<file path="src/design/assert_macros.svh">
// Assertion macros shared by the window convolution threshold RTL.
// Included by the modules that carry concurrent checks; no other dependencies.
`ifndef ASSERT_MACROS_SVH
`define ASSERT_MACROS_SVH

// same-cycle implication, disabled during reset
`define ASSERT_IMPLY(label, clk, rst, ante, cons) \
  label: assert property (@(posedge clk) disable iff (rst) (ante) |-> (cons)) \
    else $error("same-cycle check failed");

// next-cycle implication, disabled during reset
`define ASSERT_NEXT(label, clk, rst, ante, cons) \
  label: assert property (@(posedge clk) disable iff (rst) (ante) |=> (cons)) \
    else $error("next-cycle check failed");

`endif

</file>
<file path="src/design/wct_pkg.sv">
// Shared types and constants for the 3x3 window convolution threshold block.
// No dependencies; used by the front end, queue, back end, top level and testbench.
`timescale 1ns / 1ps
`default_nettype none

package wct_pkg;

  // field widths
  localparam int PIX_W        = 8;
  localparam int ROW_W        = 12;
  localparam int COL_W        = 10;
  localparam int CFG_DATA_W   = 48;
  localparam int CFG_INDEX_W  = 3;
  localparam int WIDTH_REG_W  = 11;
  localparam int HEIGHT_REG_W = 13;
  localparam int THRESH_W     = 32;
  localparam int KERNEL_N     = 3;

  // parameter defaults and limits
  localparam int DEF_MAX_WIDTH = 1024;
  localparam int DEF_COEF_BITS = 16;
  localparam int MAX_HEIGHT    = 4096;
  localparam int MIN_SIDE      = 3;
  localparam int QUEUE_DEPTH   = 4;

  // register reset values
  localparam logic [WIDTH_REG_W-1:0]  WIDTH_RESET  = 11'd640;
  localparam logic [HEIGHT_REG_W-1:0] HEIGHT_RESET = 13'd480;

  // binary output levels
  localparam logic [PIX_W-1:0] PIX_ON  = 8'hFF;
  localparam logic [PIX_W-1:0] PIX_OFF = 8'h00;

  // configuration register indexes
  typedef enum logic [CFG_INDEX_W-1:0] {
    REG_KERNEL_TOP = 3'd0,
    REG_KERNEL_MID = 3'd1,
    REG_KERNEL_BOT = 3'd2,
    REG_THRESHOLD  = 3'd3,
    REG_WIDTH      = 3'd4,
    REG_HEIGHT     = 3'd5
  } reg_index_t;

  typedef logic [PIX_W-1:0] pixel_t;

  // channel payloads
  typedef struct packed {
    pixel_t pixel;
  } pixel_item_t;

  typedef struct packed {
    logic [PIX_W-1:0] binary_pixel;
    logic [ROW_W-1:0] centre_row;
    logic [COL_W-1:0] centre_col;
    logic             frame_last;
  } result_item_t;

  // one full window with its centre position, front to back
  typedef struct packed {
    pixel_t [KERNEL_N-1:0][KERNEL_N-1:0] win;  // [row][col], row 0 top, col 2 newest
    logic   [ROW_W-1:0]                  row;
    logic   [COL_W-1:0]                  col;
    logic                                last;
  } window_item_t;

  // configuration groups
  typedef struct packed {
    logic [HEIGHT_REG_W-1:0] height;
    logic [WIDTH_REG_W-1:0]  width;
  } geometry_t;

  typedef struct packed {
    logic [KERNEL_N-1:0][CFG_DATA_W-1:0] rows;  // index 0 is the top row
    logic [THRESH_W-1:0]                 threshold;
  } kernel_cfg_t;

endpackage

`default_nettype wire

</file>
<file path="src/design/wct_queue.sv">
// Short queue of complete windows between the front end and the arithmetic.
// Depends on wct_pkg and assert_macros.svh.
`timescale 1ns / 1ps
`default_nettype none

`include "assert_macros.svh"

module wct_queue
  import wct_pkg::*;
(
  input  wire logic         clk,
  input  wire logic         rst,
  input  wire logic         push,
  input  wire window_item_t push_item,
  output logic              push_ready,
  input  wire logic         pop,
  output logic              pop_valid,
  output window_item_t      pop_item
);

  localparam int PTR_W = $clog2(QUEUE_DEPTH);
  localparam int CNT_W = $clog2(QUEUE_DEPTH + 1);

  window_item_t     slots [QUEUE_DEPTH];
  logic [PTR_W-1:0] wr_ptr;
  logic [PTR_W-1:0] rd_ptr;
  logic [CNT_W-1:0] count;

  assign push_ready = count != CNT_W'(QUEUE_DEPTH);
  assign pop_valid  = count != '0;
  assign pop_item   = slots[rd_ptr];

  // storage
  always_ff @(posedge clk) begin
    if (push) begin
      slots[wr_ptr] <= push_item;
    end
  end

  // pointers and fill level
  always_ff @(posedge clk) begin
    if (rst) begin
      wr_ptr <= '0;
      rd_ptr <= '0;
      count  <= '0;
    end else begin
      if (push) begin
        wr_ptr <= wr_ptr + PTR_W'(1);
      end
      if (pop) begin
        rd_ptr <= rd_ptr + PTR_W'(1);
      end
      if (push && !pop) begin
        count <= count + CNT_W'(1);
      end else if (pop && !push) begin
        count <= count - CNT_W'(1);
      end
    end
  end

  `ASSERT_IMPLY(a_no_push_when_full, clk, rst, push, push_ready)
  `ASSERT_IMPLY(a_no_pop_when_empty, clk, rst, pop, pop_valid)

endmodule

`default_nettype wire

</file>
<file path="config.mk">
export PLATFORM = sky130hd
export DESIGN_NAME = wct_queue
export DESIGN_NICKNAME = d
export VERILOG_FILES = /design/src/design/wct_pkg.sv /design/src/design/wct_queue.sv
export VERILOG_INCLUDE_DIRS = /design/src /design/src/design
export SDC_FILE = /design/constraint.sdc
export NUM_CORES = 1
export LEC_CHECK = 0
export ABC_CLOCK_PERIOD_IN_PS = 7710
export BUFFER_PORTS_ARGS = -buffer_cell sky130_fd_sc_hd__buf_2
export CORE_ASPECT_RATIO = 0.75
export CORE_MARGIN = 4
export CORE_UTILIZATION = 40
export CTS_CLUSTER_SIZE = 8
export DETAILED_ROUTE_END_ITERATION = 7
export PLACE_DENSITY = 0.62
export SLEW_MARGIN = 25
export SYNTH_ARGS = -nofsm -noshare
export SYNTH_HDL_FRONTEND = slang
export SYNTH_SLANG_ARGS = --single-unit
export TNS_END_PERCENT = 30
</file>
<file path="constraint.sdc">
create_clock -name clk -period 7.71 [get_ports clk]
set_input_delay 1.9275 -clock clk [delete_from_list [all_inputs] [get_ports clk]]
set_output_delay 1.9275 -clock clk [all_outputs]
set_load 0.05 [all_outputs]
</file>
=== Yosys cells after proc, flatten, opt, wreduce, memory -nomap -nowiden ===
Memories as Yosys holds them, arrays and structs flattened. A register that Yosys moved wholly into a read port is not among the register bits.
Index checks and enable logic that the tools add are counted.

* Bits in read-only memories: 0
* Word-level logic and storage cells: 21
* Input port bits: 99
* RAM bits: 380
* Memories: 1
* Latch bits: 0
* Bits in registers: 7
* Output and inout bits: 97

{| class="wikitable"
|+ Memory list
! name !! depth !! bits a word !! read ports !! clocked after Yosys merged registers in !! write ports !! line !! text
|-
| slots || 4 || 95 || 1 || 1 || 1 || wct_queue.sv:24 || <nowiki>window_item_t slots [QUEUE_DEPTH];</nowiki>
|}

* $add $sub $neg: 4
* $lt $le $gt $ge: 0
* Eq/ne operators: 1
* Shift-type cells: 0
* Reduce and logical (&&, ||, !) cells: 6
* $mul: 0
* Muxes and demuxes: 6
* Bitwise gates (word level): 0
* Divide/modulo/power cells: 0

{| class="wikitable"
|+ Operators by type and width
! kind !! number
|-
| 3-bit two-way mux || 2
|-
| 2-bit by 1-bit adder with 2-bit output, second input constant || 2
|-
| 2-bit two-way mux || 2
|-
| 3-bit by 1-bit adder with 3-bit output, second input constant || 1
|-
| 3-bit inequality test, second input constant || 1
|-
| 3-bit nonzero test || 1
|-
| 3-bit by 1-bit subtractor with 3-bit output, second input constant || 1
|-
| 1-bit logical AND || 2
|-
| 1-bit zero test || 2
|-
| 1-bit two-way mux || 2
|-
| 2-bit nonzero test || 1
|}

=== Longest topological paths before layout ===
* Word-level depth: 4
* Gate-level depth with buffers: 7
* Depth with buffers taken out: 7

=== Worst setup path after synthesis ===
OpenSTA, ideal clock, no wires.

* Kind: input -> register
* Start: in push
* End: mem slots[0][0] in the netlist's numbering (enable)
* Required time: 7,246 ps
* Setup slack: 3,121 ps
* Buffers on the path: 0
* Stages on the path: 1
* Setup time: 464 ps
* Arrival time: 4,125 ps
* Path through: and2_1

* Word-level cells in the longest chain between the ends: 2

{| class="wikitable"
|+ Ends and longest elaborated chain
! item !! line !! text
|-
| from (decl) || wct_queue.sv:13 || <nowiki>input wire logic push,</nowiki>
|-
| 1-bit two-way mux || wct_queue.sv:35 || <nowiki>if (push) begin</nowiki>
|-
| 1-bit two-way mux (not written as such) || wct_queue.sv:36 || <nowiki>slots[wr_ptr] <= push_item;</nowiki>
|-
| to (decl) || wct_queue.sv:24 ||
|}

Every way passes these cells.

==> results.json <==
{
  "outcome": "complete, no violations",
  "fmax_mhz": 211,
  "end_kind": "output port",
  "synth_area_leaders": "edfxtp_1 80%, mux4_2 15%, dfxtp_1 1.3%",
  "synth.most_common_cell": "edfxtp_1",
  "numCtsBuffers": 54,
  "required_ns": 5.78,
  "synth_top_cell_by_area": "edfxtp_1",
  "drt_iter0_markers": 373,
  "post-place-cells": 1178,
  "via_per_inst": 5.06,
  "worstReg2RegStart": "wr_ptr[0]",
  "synthSimpleGateAreaFrac_pct": 0.529,
  "synth_top_flop_cell": "edfxtp_1",
  "io_buffers": 195,
  "worstRegToRegCells": 3,
  "die_w_um": 225,
  "worstSetupPathType": "flip-flop to output port",
  "multi_input_area_um2": 2380,
  "synth_cell_type_count": 19,
  "synth_xor_area_share_pct": 0.309,
  "die-area_um2": 38600,
  "path_clk_slew_ns": 0.05,
  "fillCellCount": 2835,
  "syn_nets": 647,
  "rsz0062_at_grt": "no",
  "grt.total_usage_pct": 14.1,
  "cts_hold_buf": 0,
  "cts_num_sinks": 389,
  "finalSetupTns_ns": 0,
  "slew_violations": 0,
  "vias": 6366,
  "clock_latency_ns": 0.55,
  "p_per_area_nw_per_um2": 305,
  "antenna_found_initial": 6,
  "synth_compound_area_share_pct": 0.0706,
  "synth_top_family_by_area": "multiplexers",
  "drv_cap": 0,
  "synth_edf_count": 380,
  "syn_area_um2": 14200,
  "crit_path_max_fanout": 50,
  "wl_per_cell_um": 21.6,
  "hold_viol_final": 0,
  "root_buffer": "clkbuf_16",
  "synth_adder_area_share_pct": 0.582,
  "gr-total-overflow": 0,
  "synthCells": 542,
  "drive_gt1_share_pct": 45.1,
  "maxSlewHeadroom_pct": 43.4,
  "tightest_slew_ns": 0.848,
  "hold_depth": 2,
  "ys_seq_area_share_pct": 81.7,
  "hold_start": "count[2]",
  "crit_chain": "buf_4 > mux4_2 > buf_2",
  "start_util_pct": 40.7,
  "grt_pass1_vias": 6909,
  "cts_resized": 0,
  "avgSynthCellArea_um2": 26.2,
  "cts_max_path_buffers": 3,
  "cts_tree": "done",
  "placeableCoreArea_um2": 34800,
  "netlist.area_leader.share_pct": 80.5,
  "fin_nets": 882,
  "hp-class": "flip-flop to flip-flop",
  "fin_skew_ns": 0.0121,
  "finalSetupViolCount": 0,
  "peakVddDrop_mv": 0.190,
  "synth.area.mux_share_pct": 15.2,
  "slowest_stage": "dfxtp_4",
  "grt_pass1_wl_um": 41000,
  "ios": 196,
  "arrival_ns": 2.81,
  "synth_seq_cells": 389,
  "worstSetupStartpointType": "flip-flop",
  "routed_wl_um": 27200,
  "first_pass_iters": 4,
  "crit_path_max_incr_delay_ns": 0.81,
  "ys.warnings.count": 0,
  "period_needed_ns": 4.74,
  "rr_endpoint": "slots[3][74]",
  "min_to": "count[2]",
  "regArea_um2": 11600,
  "p_leak_nw": 5.74,
  "die_h_um": 171,
  "place.gp.congestion": 0.693,
  "fin_cells": 1257,
  "h-tree-depth": 2,
  "fin_crit_sh_pct": 61.4,
  "rows": 59,
  "postCtsSetupBuffers": 0,
  "grt_start_max_net_pins": 55,
  "async_flop_share_pct": 0,
  "area_growth_pct": 20.4,
  "drc_errors": 0,
  "reg2reg_slack_ns": 5.31,
  "synth_common_cells": "380 x edfxtp_1, 95 x mux4_2, 11 x buf_2",
  "dp_hpwl_um": 15800,
  "ant_nets": 0
}
-- worst max path at each step --
stage,slack [ns],startpoint,to
after global routing,2.79,flip-flop,pop_item[84]
final,2.97,flip-flop,pop_item[84]
after detailed placement,3.48,flip-flop,pop_item[84]
after floorplan,3.12,push,slots[0][0]
after global placement,3.48,flip-flop,pop_item[0]
after CTS,2.87,flip-flop,pop_item[84]
-- stage by stage --
step | worst slack (ns) | utilization [%] | instance area (um2) | hold WS (ns) | total power, W
2_1_floorplan | 3.12 | - | 14200 | 0.466 | 0.00302
3_3_place_gp | 3.48 | 44.8 | 15600 | 0.479 | 0.00318
3_5_place_dp | 3.48 | 44.8 | 15600 | 0.501 | 0.00319
4_1_cts | 2.87 | 49.0 | 17100 | 0.507 | 0.00528
5_1_grt | 2.79 | 49.0 | 17100 | 0.548 | 0.00542
6_report | 2.97 | 49.0 | 17100 | 0.501 | 0.00521
-- area by class of cell --
cell class / count / area share [%]
inverters: 4 / 0.0879
clock buffers: 77 / 8.60
flip-flops and latches: 389 / 67.9
clock inverters: 1 / 0.0513
well taps: 457 / 3.35
multi-input cells: 126 / 13.9
repair buffers: 202 / 6.06
diodes: 1 / 0.0146
-- cells by family after synthesis --
kind of cell               count (synthesis)
xor gates and xnor gates                   5
DFF                                      389
adders and majority gates                  6
and+or+nand+nor                           16
AOI/OAI and AO/OA                          2
muxes                                     97
buffers and inverters                     27
-- sequential cells by signal, indices dropped and copies added, names as in the netlist, named ones only --
name	cells
count	3
rd_ptr	2
slots	380
wr_ptr	2
-- per-layer routing --
metal  vias up  part of all wire [%]  GRT usage (%)
met3        61                   8.5           5.01
met1      3282                    42           19.1
met5         -                  0.22              0
met2       210                    47           22.1
met4        10                   1.7           3.51
li1       2803                     -              -
-- worst max-delay path: cells and delay by family, from the launching register on --
family                 cells  cell delay [ns]
buffers and inverters      2             0.99
DFF                        1             0.81
muxes                      1             0.45
-- report_power, final --
group          total, W  switching, W  internal [W]  leakage, nW
clock           0.00207      0.000780       0.00129        0.714
sequential      0.00247     0.0000317       0.00244         3.57
combinational  0.000670      0.000475      0.000196         1.46
-- cells in the final DEF (no fill, tap or decap), drive strengths merged --
master  Yosys  layout
a21oi       1       1
and2        4       4
buf        18     202
clkbuf      5      77
dfxtp       9       9
diode       0       1
edfxtp    380     380
fa          1       1
ha          5       5
inv         4       5
mux2i       2       2
mux4       95      95
nand2       2       2
nor2        8       8
o21ai       1       1
or3         2       2
xnor2       2       2
xor2        3       3
No activity file was read; power rests on OpenSTA's default activity.
