==> src/design/assert_macros.svh <==
// Assertion macros shared by the window convolution threshold RTL.
// Included by the modules that carry concurrent checks; no other dependencies.
`ifndef ASSERT_MACROS_SVH
`define ASSERT_MACROS_SVH

// same-cycle implication, disabled during reset
`define ASSERT_IMPLY(label, clk, rst, ante, cons) \
  label: assert property (@(posedge clk) disable iff (rst) (ante) |-> (cons)) \
    else $error("same-cycle check failed");

// next-cycle implication, disabled during reset
`define ASSERT_NEXT(label, clk, rst, ante, cons) \
  label: assert property (@(posedge clk) disable iff (rst) (ante) |=> (cons)) \
    else $error("next-cycle check failed");

`endif

==> src/design/wct_pkg.sv <==
// Shared types and constants for the 3x3 window convolution threshold block.
// No dependencies; used by the front end, queue, back end, top level and testbench.
`timescale 1ns / 1ps
`default_nettype none

package wct_pkg;

  // field widths
  localparam int PIX_W        = 8;
  localparam int ROW_W        = 12;
  localparam int COL_W        = 10;
  localparam int CFG_DATA_W   = 48;
  localparam int CFG_INDEX_W  = 3;
  localparam int WIDTH_REG_W  = 11;
  localparam int HEIGHT_REG_W = 13;
  localparam int THRESH_W     = 32;
  localparam int KERNEL_N     = 3;

  // parameter defaults and limits
  localparam int DEF_MAX_WIDTH = 1024;
  localparam int DEF_COEF_BITS = 16;
  localparam int MAX_HEIGHT    = 4096;
  localparam int MIN_SIDE      = 3;
  localparam int QUEUE_DEPTH   = 4;

  // register reset values
  localparam logic [WIDTH_REG_W-1:0]  WIDTH_RESET  = 11'd640;
  localparam logic [HEIGHT_REG_W-1:0] HEIGHT_RESET = 13'd480;

  // binary output levels
  localparam logic [PIX_W-1:0] PIX_ON  = 8'hFF;
  localparam logic [PIX_W-1:0] PIX_OFF = 8'h00;

  // configuration register indexes
  typedef enum logic [CFG_INDEX_W-1:0] {
    REG_KERNEL_TOP = 3'd0,
    REG_KERNEL_MID = 3'd1,
    REG_KERNEL_BOT = 3'd2,
    REG_THRESHOLD  = 3'd3,
    REG_WIDTH      = 3'd4,
    REG_HEIGHT     = 3'd5
  } reg_index_t;

  typedef logic [PIX_W-1:0] pixel_t;

  // channel payloads
  typedef struct packed {
    pixel_t pixel;
  } pixel_item_t;

  typedef struct packed {
    logic [PIX_W-1:0] binary_pixel;
    logic [ROW_W-1:0] centre_row;
    logic [COL_W-1:0] centre_col;
    logic             frame_last;
  } result_item_t;

  // one full window with its centre position, front to back
  typedef struct packed {
    pixel_t [KERNEL_N-1:0][KERNEL_N-1:0] win;  // [row][col], row 0 top, col 2 newest
    logic   [ROW_W-1:0]                  row;
    logic   [COL_W-1:0]                  col;
    logic                                last;
  } window_item_t;

  // configuration groups
  typedef struct packed {
    logic [HEIGHT_REG_W-1:0] height;
    logic [WIDTH_REG_W-1:0]  width;
  } geometry_t;

  typedef struct packed {
    logic [KERNEL_N-1:0][CFG_DATA_W-1:0] rows;  // index 0 is the top row
    logic [THRESH_W-1:0]                 threshold;
  } kernel_cfg_t;

endpackage

`default_nettype wire

==> src/design/wct_stream_if.sv <==
// Valid/ready stream interface used for the pixel and result channels.
// Payload type is a parameter; depends on nothing else.
`timescale 1ns / 1ps
`default_nettype none

interface wct_stream_if #(
  parameter type payload_t = logic
) ();
  logic     valid;
  logic     ready;
  payload_t data;

  modport source (output valid, output data, input ready);
  modport sink   (input valid, input data, output ready);
endinterface

`default_nettype wire

==> src/design/wct_back.sv <==
// Arithmetic back end: nine products, row sums, total, threshold compare.
// Depends on wct_pkg, wct_stream_if and assert_macros.svh.
`timescale 1ns / 1ps
`default_nettype none

`include "assert_macros.svh"

module wct_back
  import wct_pkg::*;
#(
  parameter int COEF_BITS = DEF_COEF_BITS
) (
  input  wire logic         clk,
  input  wire logic         rst,
  input  wire kernel_cfg_t  kcfg,
  input  wire logic         q_valid,
  input  wire window_item_t q_item,
  output logic              q_pop,
  wct_stream_if.source      results
);

  localparam int PROD_W = COEF_BITS + PIX_W + 1;
  localparam int SUM_W  = PROD_W + 4;
  localparam int CMP_W  = (SUM_W > THRESH_W) ? SUM_W : THRESH_W;
  localparam int EXT_W  = KERNEL_N * COEF_BITS + CFG_DATA_W;

  typedef struct packed {
    logic [ROW_W-1:0] row;
    logic [COL_W-1:0] col;
    logic             last;
  } pos_t;

  logic signed [COEF_BITS-1:0] coef [KERNEL_N][KERNEL_N];

  // pipeline registers
  logic                     p_valid;
  pos_t                     p_pos;
  logic signed [PROD_W-1:0] prod [KERNEL_N][KERNEL_N];
  logic                     r_valid;
  pos_t                     r_pos;
  logic signed [SUM_W-1:0]  rsum [KERNEL_N];
  logic                     t_valid;
  pos_t                     t_pos;
  logic signed [SUM_W-1:0]  total;
  logic                     o_valid;
  result_item_t             o_item;

  logic                     adv;
  logic signed [PROD_W-1:0] prod_next [KERNEL_N][KERNEL_N];
  logic signed [SUM_W-1:0]  rsum_next [KERNEL_N];
  logic signed [SUM_W-1:0]  total_next;
  logic signed [CMP_W-1:0]  sum_cmp;
  logic signed [CMP_W-1:0]  thr_cmp;

  assign adv   = !o_valid || results.ready;
  assign q_pop = adv && q_valid;

  // coefficient fields, left column in the lowest bits
  always_comb begin
    logic [EXT_W-1:0] row_ext;
    for (int i = 0; i < KERNEL_N; i++) begin
      row_ext = EXT_W'(kcfg.rows[i]);
      for (int j = 0; j < KERNEL_N; j++) begin
        coef[i][j] = $signed(row_ext[j*COEF_BITS +: COEF_BITS]);
      end
    end
  end

  // products
  always_comb begin
    logic signed [PROD_W-1:0] a;
    logic signed [PROD_W-1:0] b;
    for (int i = 0; i < KERNEL_N; i++) begin
      for (int j = 0; j < KERNEL_N; j++) begin
        a = PROD_W'(coef[i][j]);
        b = PROD_W'($signed({1'b0, q_item.win[i][j]}));
        prod_next[i][j] = a * b;
      end
    end
  end

  // row sums
  always_comb begin
    for (int i = 0; i < KERNEL_N; i++) begin
      rsum_next[i] = SUM_W'(prod[i][0]) + SUM_W'(prod[i][1]) + SUM_W'(prod[i][2]);
    end
  end

  assign total_next = rsum[0] + rsum[1] + rsum[2];
  assign sum_cmp    = CMP_W'(total);
  assign thr_cmp    = CMP_W'($signed(kcfg.threshold));

  // stage valids
  always_ff @(posedge clk) begin
    if (rst) begin
      p_valid <= 1'b0;
      r_valid <= 1'b0;
      t_valid <= 1'b0;
      o_valid <= 1'b0;
    end else if (adv) begin
      p_valid <= q_valid;
      r_valid <= p_valid;
      t_valid <= r_valid;
      o_valid <= t_valid;
    end
  end

  // stage payloads
  always_ff @(posedge clk) begin
    if (adv) begin
      p_pos <= '{row: q_item.row, col: q_item.col, last: q_item.last};
      prod  <= prod_next;
      r_pos <= p_pos;
      rsum  <= rsum_next;
      t_pos <= r_pos;
      total <= total_next;
      o_item.binary_pixel <= (sum_cmp > thr_cmp) ? PIX_ON : PIX_OFF;
      o_item.centre_row   <= t_pos.row;
      o_item.centre_col   <= t_pos.col;
      o_item.frame_last   <= t_pos.last;
    end
  end

  assign results.valid = o_valid;
  assign results.data  = o_item;

  `ASSERT_NEXT(a_total_reaches_output, clk, rst, adv && t_valid, o_valid)

endmodule

`default_nettype wire

==> src/flat_wrapper.sv <==
// flat-port wrapper written by rule: the top's interface ports become plain ports
module wct_back_flat import wct_pkg::*;
#(
  parameter int COEF_BITS = DEF_COEF_BITS
)
  (clk, rst, kcfg, q_valid, q_item, q_pop, results_valid, results_data, results_ready);
  wct_stream_if results_i ();
  input  wire logic clk;
  input  wire logic rst;
  input  wire kernel_cfg_t kcfg;
  input  wire logic q_valid;
  input  wire window_item_t q_item;
  output logic q_pop;
  output wire logic [$bits(results_i.valid)-1:0] results_valid;
  output wire logic [$bits(results_i.data)-1:0] results_data;
  input wire logic [$bits(results_i.ready)-1:0] results_ready;
  assign results_valid = results_i.valid;
  assign results_data = results_i.data;
  assign results_i.ready = results_ready;
  wct_back #(.COEF_BITS(COEF_BITS)) u_core (.clk(clk), .rst(rst), .kcfg(kcfg), .q_valid(q_valid), .q_item(q_item), .q_pop(q_pop), .results(results_i));
endmodule
==> config.mk <==
export PLATFORM = sky130hd
export DESIGN_NAME = wct_back_flat
export DESIGN_NICKNAME = d
export VERILOG_FILES = /design/src/design/wct_pkg.sv /design/src/design/wct_stream_if.sv /design/src/design/wct_back.sv /design/src/flat_wrapper.sv
export VERILOG_INCLUDE_DIRS = /design/src /design/src/design
export SDC_FILE = /design/constraint.sdc
export NUM_CORES = 1
export LEC_CHECK = 0
export BUFFER_PORTS_ARGS = -buffer_cell sky130_fd_sc_hd__buf_2
export CAP_MARGIN = 20
export CORE_AREA = 5 5 105 107
export CTS_CLUSTER_DIAMETER = 120
export DETAILED_ROUTE_END_ITERATION = 8
export DIE_AREA = 0 0 110 112
export REMOVE_ABC_BUFFERS = 1
export SLEW_MARGIN = 20
export SYNTH_ARGS = -nofsm -noshare
export SYNTH_HDL_FRONTEND = slang
export SYNTH_SLANG_ARGS = --single-unit
==> constraint.sdc <==
create_clock -name clk -period 0.89 [get_ports clk]
set_input_delay 0.089 -clock clk [delete_from_list [all_inputs] [get_ports clk]]
set_output_delay 0.089 -clock clk [all_outputs]
set_load 0.05 [all_outputs]
# Word-level counts from Yosys, hierarchy flattened
# Cells that the tools add are included.
# Widths: inputs -> output; s select.
[word_totals]
ff_bits = 8
latch_bits = 0
ramBits = 0
rom_bits = 0
in_bits = 275
word_cells = 11
n_memories = 0
[classes]
n_addsub = 0
multipliers = 0
n_div = 0
order_cmp = 0
n_eq_ne = 0
shifts = 0
mux = 0
n_bitwise = 0
n_reduce_logical = 3
[ops]
columns = ["operator", "n"]
rows = [
  ["$logic_and 1x1->1", 1],
  ["$logic_not 1->1", 1],
  ["$logic_or 1x1->1", 1],
]

# Longest topological paths before layout
[depth]
ltp_word = 3
ltp_mapped = 3

# Worst setup path after synthesis
# OpenSTA, ideal clock, no wires.
[synth_path]
kind = "register to output"
from = "register u_core.o_valid, in the netlist u_core.results.valid"
to = "output q_pop"
arrival_ps = 1154
setup_slack_ps = -353
stages_incl_launch_ff = 4
n_path_buf = 1
cell_sequence = "dfxtp_1 nand2b_4 buf_6 and2_2"
[synth_via]
elab_chain_cells = 3
[synth_lines]
columns = ["item", "line", "rtl"]
rows = [
  ["from (decl)", "wct_back.sv:45", "logic o_valid;"],
  ["from (signal assigned)", "wct_back.sv:104", "o_valid <= t_valid;"],
  ["$logic_not 1->1", "wct_back.sv:55", "assign adv = !o_valid || results.ready;"],
  ["$logic_or 1x1->1", "wct_back.sv:55", ""],
  ["named net u_core.adv", "wct_back.sv:48", "logic adv;"],
  ["$logic_and 1x1->1", "wct_back.sv:56", "assign q_pop = adv && q_valid;"],
  ["to (decl)", "flat_wrapper.sv:13", "output logic q_pop;"],
]
# The timed path passes the listed nets, and every way through them passes these cells.

# Worst setup path after layout
[layout_path]
from = "register u_core.o_valid, in the netlist u_core.results.valid"
to = "output q_pop"
[layout_via]
elab_chain_cells = 3
[layout_lines]
columns = ["item", "line"]
rows = [
  ["$logic_not 1->1", "wct_back.sv:55"],
  ["$logic_or 1x1->1", "wct_back.sv:55"],
  ["$logic_and 1x1->1", "wct_back.sv:56"],
]
# Every way passes these cells.

==> flow_summary.toml <==
[run_status]
status = "finished, violations left"
violations = "negative setup slack"

[timing]
final.setup.worst_slack_ns = -0.1185
max_freq_mhz = 991.6
maxSlewViolCount = 0
grt_setup_unrepaired = "yes"
skew_ns = 0.002989
period_minus_slack_ns = 1.008
hold_violations = 0
whs_ns = 0.04188
slew_headroom = 0.9256
max_slew.worst_pin.slew_ns = 0.1086
min_period_over_period = 1.133
setup_viol = 2

[power_and_ir_drop]
total_leakage_power_nw = 0.1935
ir_drop_mv = 0.3519
power_mw = 0.9435
p_per_area_nw_per_um2 = 1629

[logic_synthesis]
synth_top_family_by_area = "simple AND/OR/NAND/NOR gates"
yosys_warnings = 0
synth_cells = 20
syn_area_um2 = 296.5
synth-xor-area-share = 0
synthMuxAreaShare = 0.1013
synth_cell_types = 9
synth_compound_area_frac = 0.01688
postSynthAreaPerCell_um2 = 14.83
synthAdderAreaFrac = 0
ys_seq_area_frac = 0.6751
ys_ff_latch = 8
synth-simple-area-share = 0.1561

[critical_path]
end_kind = "output port"
rrSetupSlack_ns = 0.02
worstPathRequired_ns = 0.80
cp.arrival_ns = 0.92
worst_setup_path_start_kind = "register"
critPathKind = "reg2out"
r2r_cells = 2
crit_fanout = 2
worstReg2RegStart = "u_core.results.valid"
timing.rr.end = "u_core.t_pos[0]"

[global_routing]
first_global_vias = 197
grt_use_total = 0.01363
grt_use_met2 = 0.01497
grt_pass1_wl_um = 972
grt_util_met3 = 0.01449
antenna_found_initial = 0
grt_max_degree = 9
grt_busiest_layer = "met4"
grt_remaining_overflow = 0
met1_usage = 0.01045

[drt]
drc = 0
vias = 182
vias_per_cell = 1.083
wl_per_cell_um = 3.827
first_pass_iters = 2
wirelength_um = 643
ant_nets = 0
first_iter_violations = 20

[finish]
antenna_cells_inserted = 0
fin_area_um2 = 579.3
layout_common_cells = "4 x nand2b_1, 4 x buf_2, 4 x edfxtp_1"
syn_to_final_growth_pct = 95.36
nNetsFinal = 308
drive_gt1_frac = 0.4688

[clock_network]
insertion_delay_ns = 0.23
cts_buffers = 3
cts.sinks = 8
cts_max_path_buffers = 2
cts_hold_buf = 0
cts-root-buf = "clkbuf_8"
cts_tree = "yes"
cts.clk_slew.worst_paths_ns = 0.04
post-cts-setup-buffer-count = 0
htree_levels = 1

[min_path]
hold_start = "q_item[0]"
hold_class = "in2reg"
whs_endpoint = "u_core.p_pos[0]"
hold_depth = 1

[die]
rows = 37
die-area_um2 = 12320
io_pins = 278
die_height_um = 112
core_area_um2 = 10050
start_util = 0.02952
die_w_um = 110

[placement]
place.gp.congestion = 0.5915
dpl-instance-area_um2 = 505.5
portBuffers = 7

[job]
cap_violations = 0
[critical path: stages, from the launching register on]
cell and delay [ns]:
dfxtp_2 0.35, nand2b_4 0.07, and2_4 0.14, buf_8 0.14
[what timing repair did]
| item | 4_1_cts | 5_1_grt |
|---|---|---|
| pin swaps | 1 | 0 |
| setup endpoints to repair | 7 | 3 |
| gates resized for setup | 10 | 0 |
[state kept, by name, summed over array words and instances, names as in the netlist]
signal	count
u_core.t_pos	1
u_core.results.valid	1
u_core.r_pos	1
u_core.p_valid	1
u_core.r_valid	1
u_core.t_valid	1
u_core.results.data	1
u_core.p_pos	1
[Yosys cell counts (all sizes together)]
| library cell | count | area [µm²] |
|---|---|---|
| a21oi | 1 | 5.000 |
| and2 | 1 | 7.510 |
| buf | 1 | 11.26 |
| dfxtp | 4 | 80.08 |
| edfxtp | 4 | 120.1 |
| inv | 1 | 3.750 |
| mux2i | 3 | 30.03 |
| nand2b | 5 | 38.78 |
[area by class of cell]
cell class,count,area [µm²]
fill,1182,9467
sequential,8,201.4
tap,136,170.2
multi-input combinational,10,82.58
timing repair buffer,9,76.32
clock buffer,4,45.04
inverter,1,3.754
[through the flow]
| step | util | cells | TNS, ns | worst slack (ns) |
|---|---|---|---|---|
| after floorplan | - | 19 | -1.788 | -0.3357 |
| after global placement | 0.05032 | 164 | -0.03418 | -0.03418 |
| after detailed placement | 0.05032 | 164 | -0.03085 | -0.03085 |
| after CTS | 0.05767 | 168 | -0.1929 | -0.1351 |
| after global routing | 0.05767 | 168 | -0.2424 | -0.1563 |
| final | 0.05767 | 168 | -0.1523 | -0.1185 |
[kinds of logic (layout without fill, tap and decap cells)]
logic type,count (synthesis),count (layout)
compound gates,1,1
buf+inv,2,14
flops,8,8
mux,3,3
simple gates,6,6
[worst max-delay path by stage]
| stage | start | end | slack, ns | depth (start not counted) |
|---|---|---|---|---|
| 6_report | u_core.results.valid | q_pop | -0.12 | 3 |
| 5_1_grt | u_core.results.valid | q_pop | -0.16 | 3 |
| 4_1_cts | u_core.results.valid | q_pop | -0.14 | 3 |
| 3_5_place_dp | u_core.results.valid | q_pop | -0.03 | 3 |
| 3_3_place_gp | u_core.results.valid | q_pop | -0.03 | 3 |
| 2_1_floorplan | u_core.results.valid | q_pop | -0.34 | 2 |
[power by group]
| part | leakage, nW | switching, mW | internal, mW | total [mW] |
|---|---|---|---|---|
| clock | 0.0228 | 0.137 | 0.310 | 0.447 |
| combinational | 0.0952 | 0.0429 | 0.0378 | 0.0806 |
| sequential | 0.0755 | 0.00690 | 0.409 | 0.416 |
[per-layer routing]
layer	routed length, µm	share of wire	up-vias
li1	-	-	91
met1	227	0.35	84
met2	300	0.47	5
met3	80	0.12	2
met4	34	0.053	0
met5	0	0	-
Power figures use the tool's default switching activity.
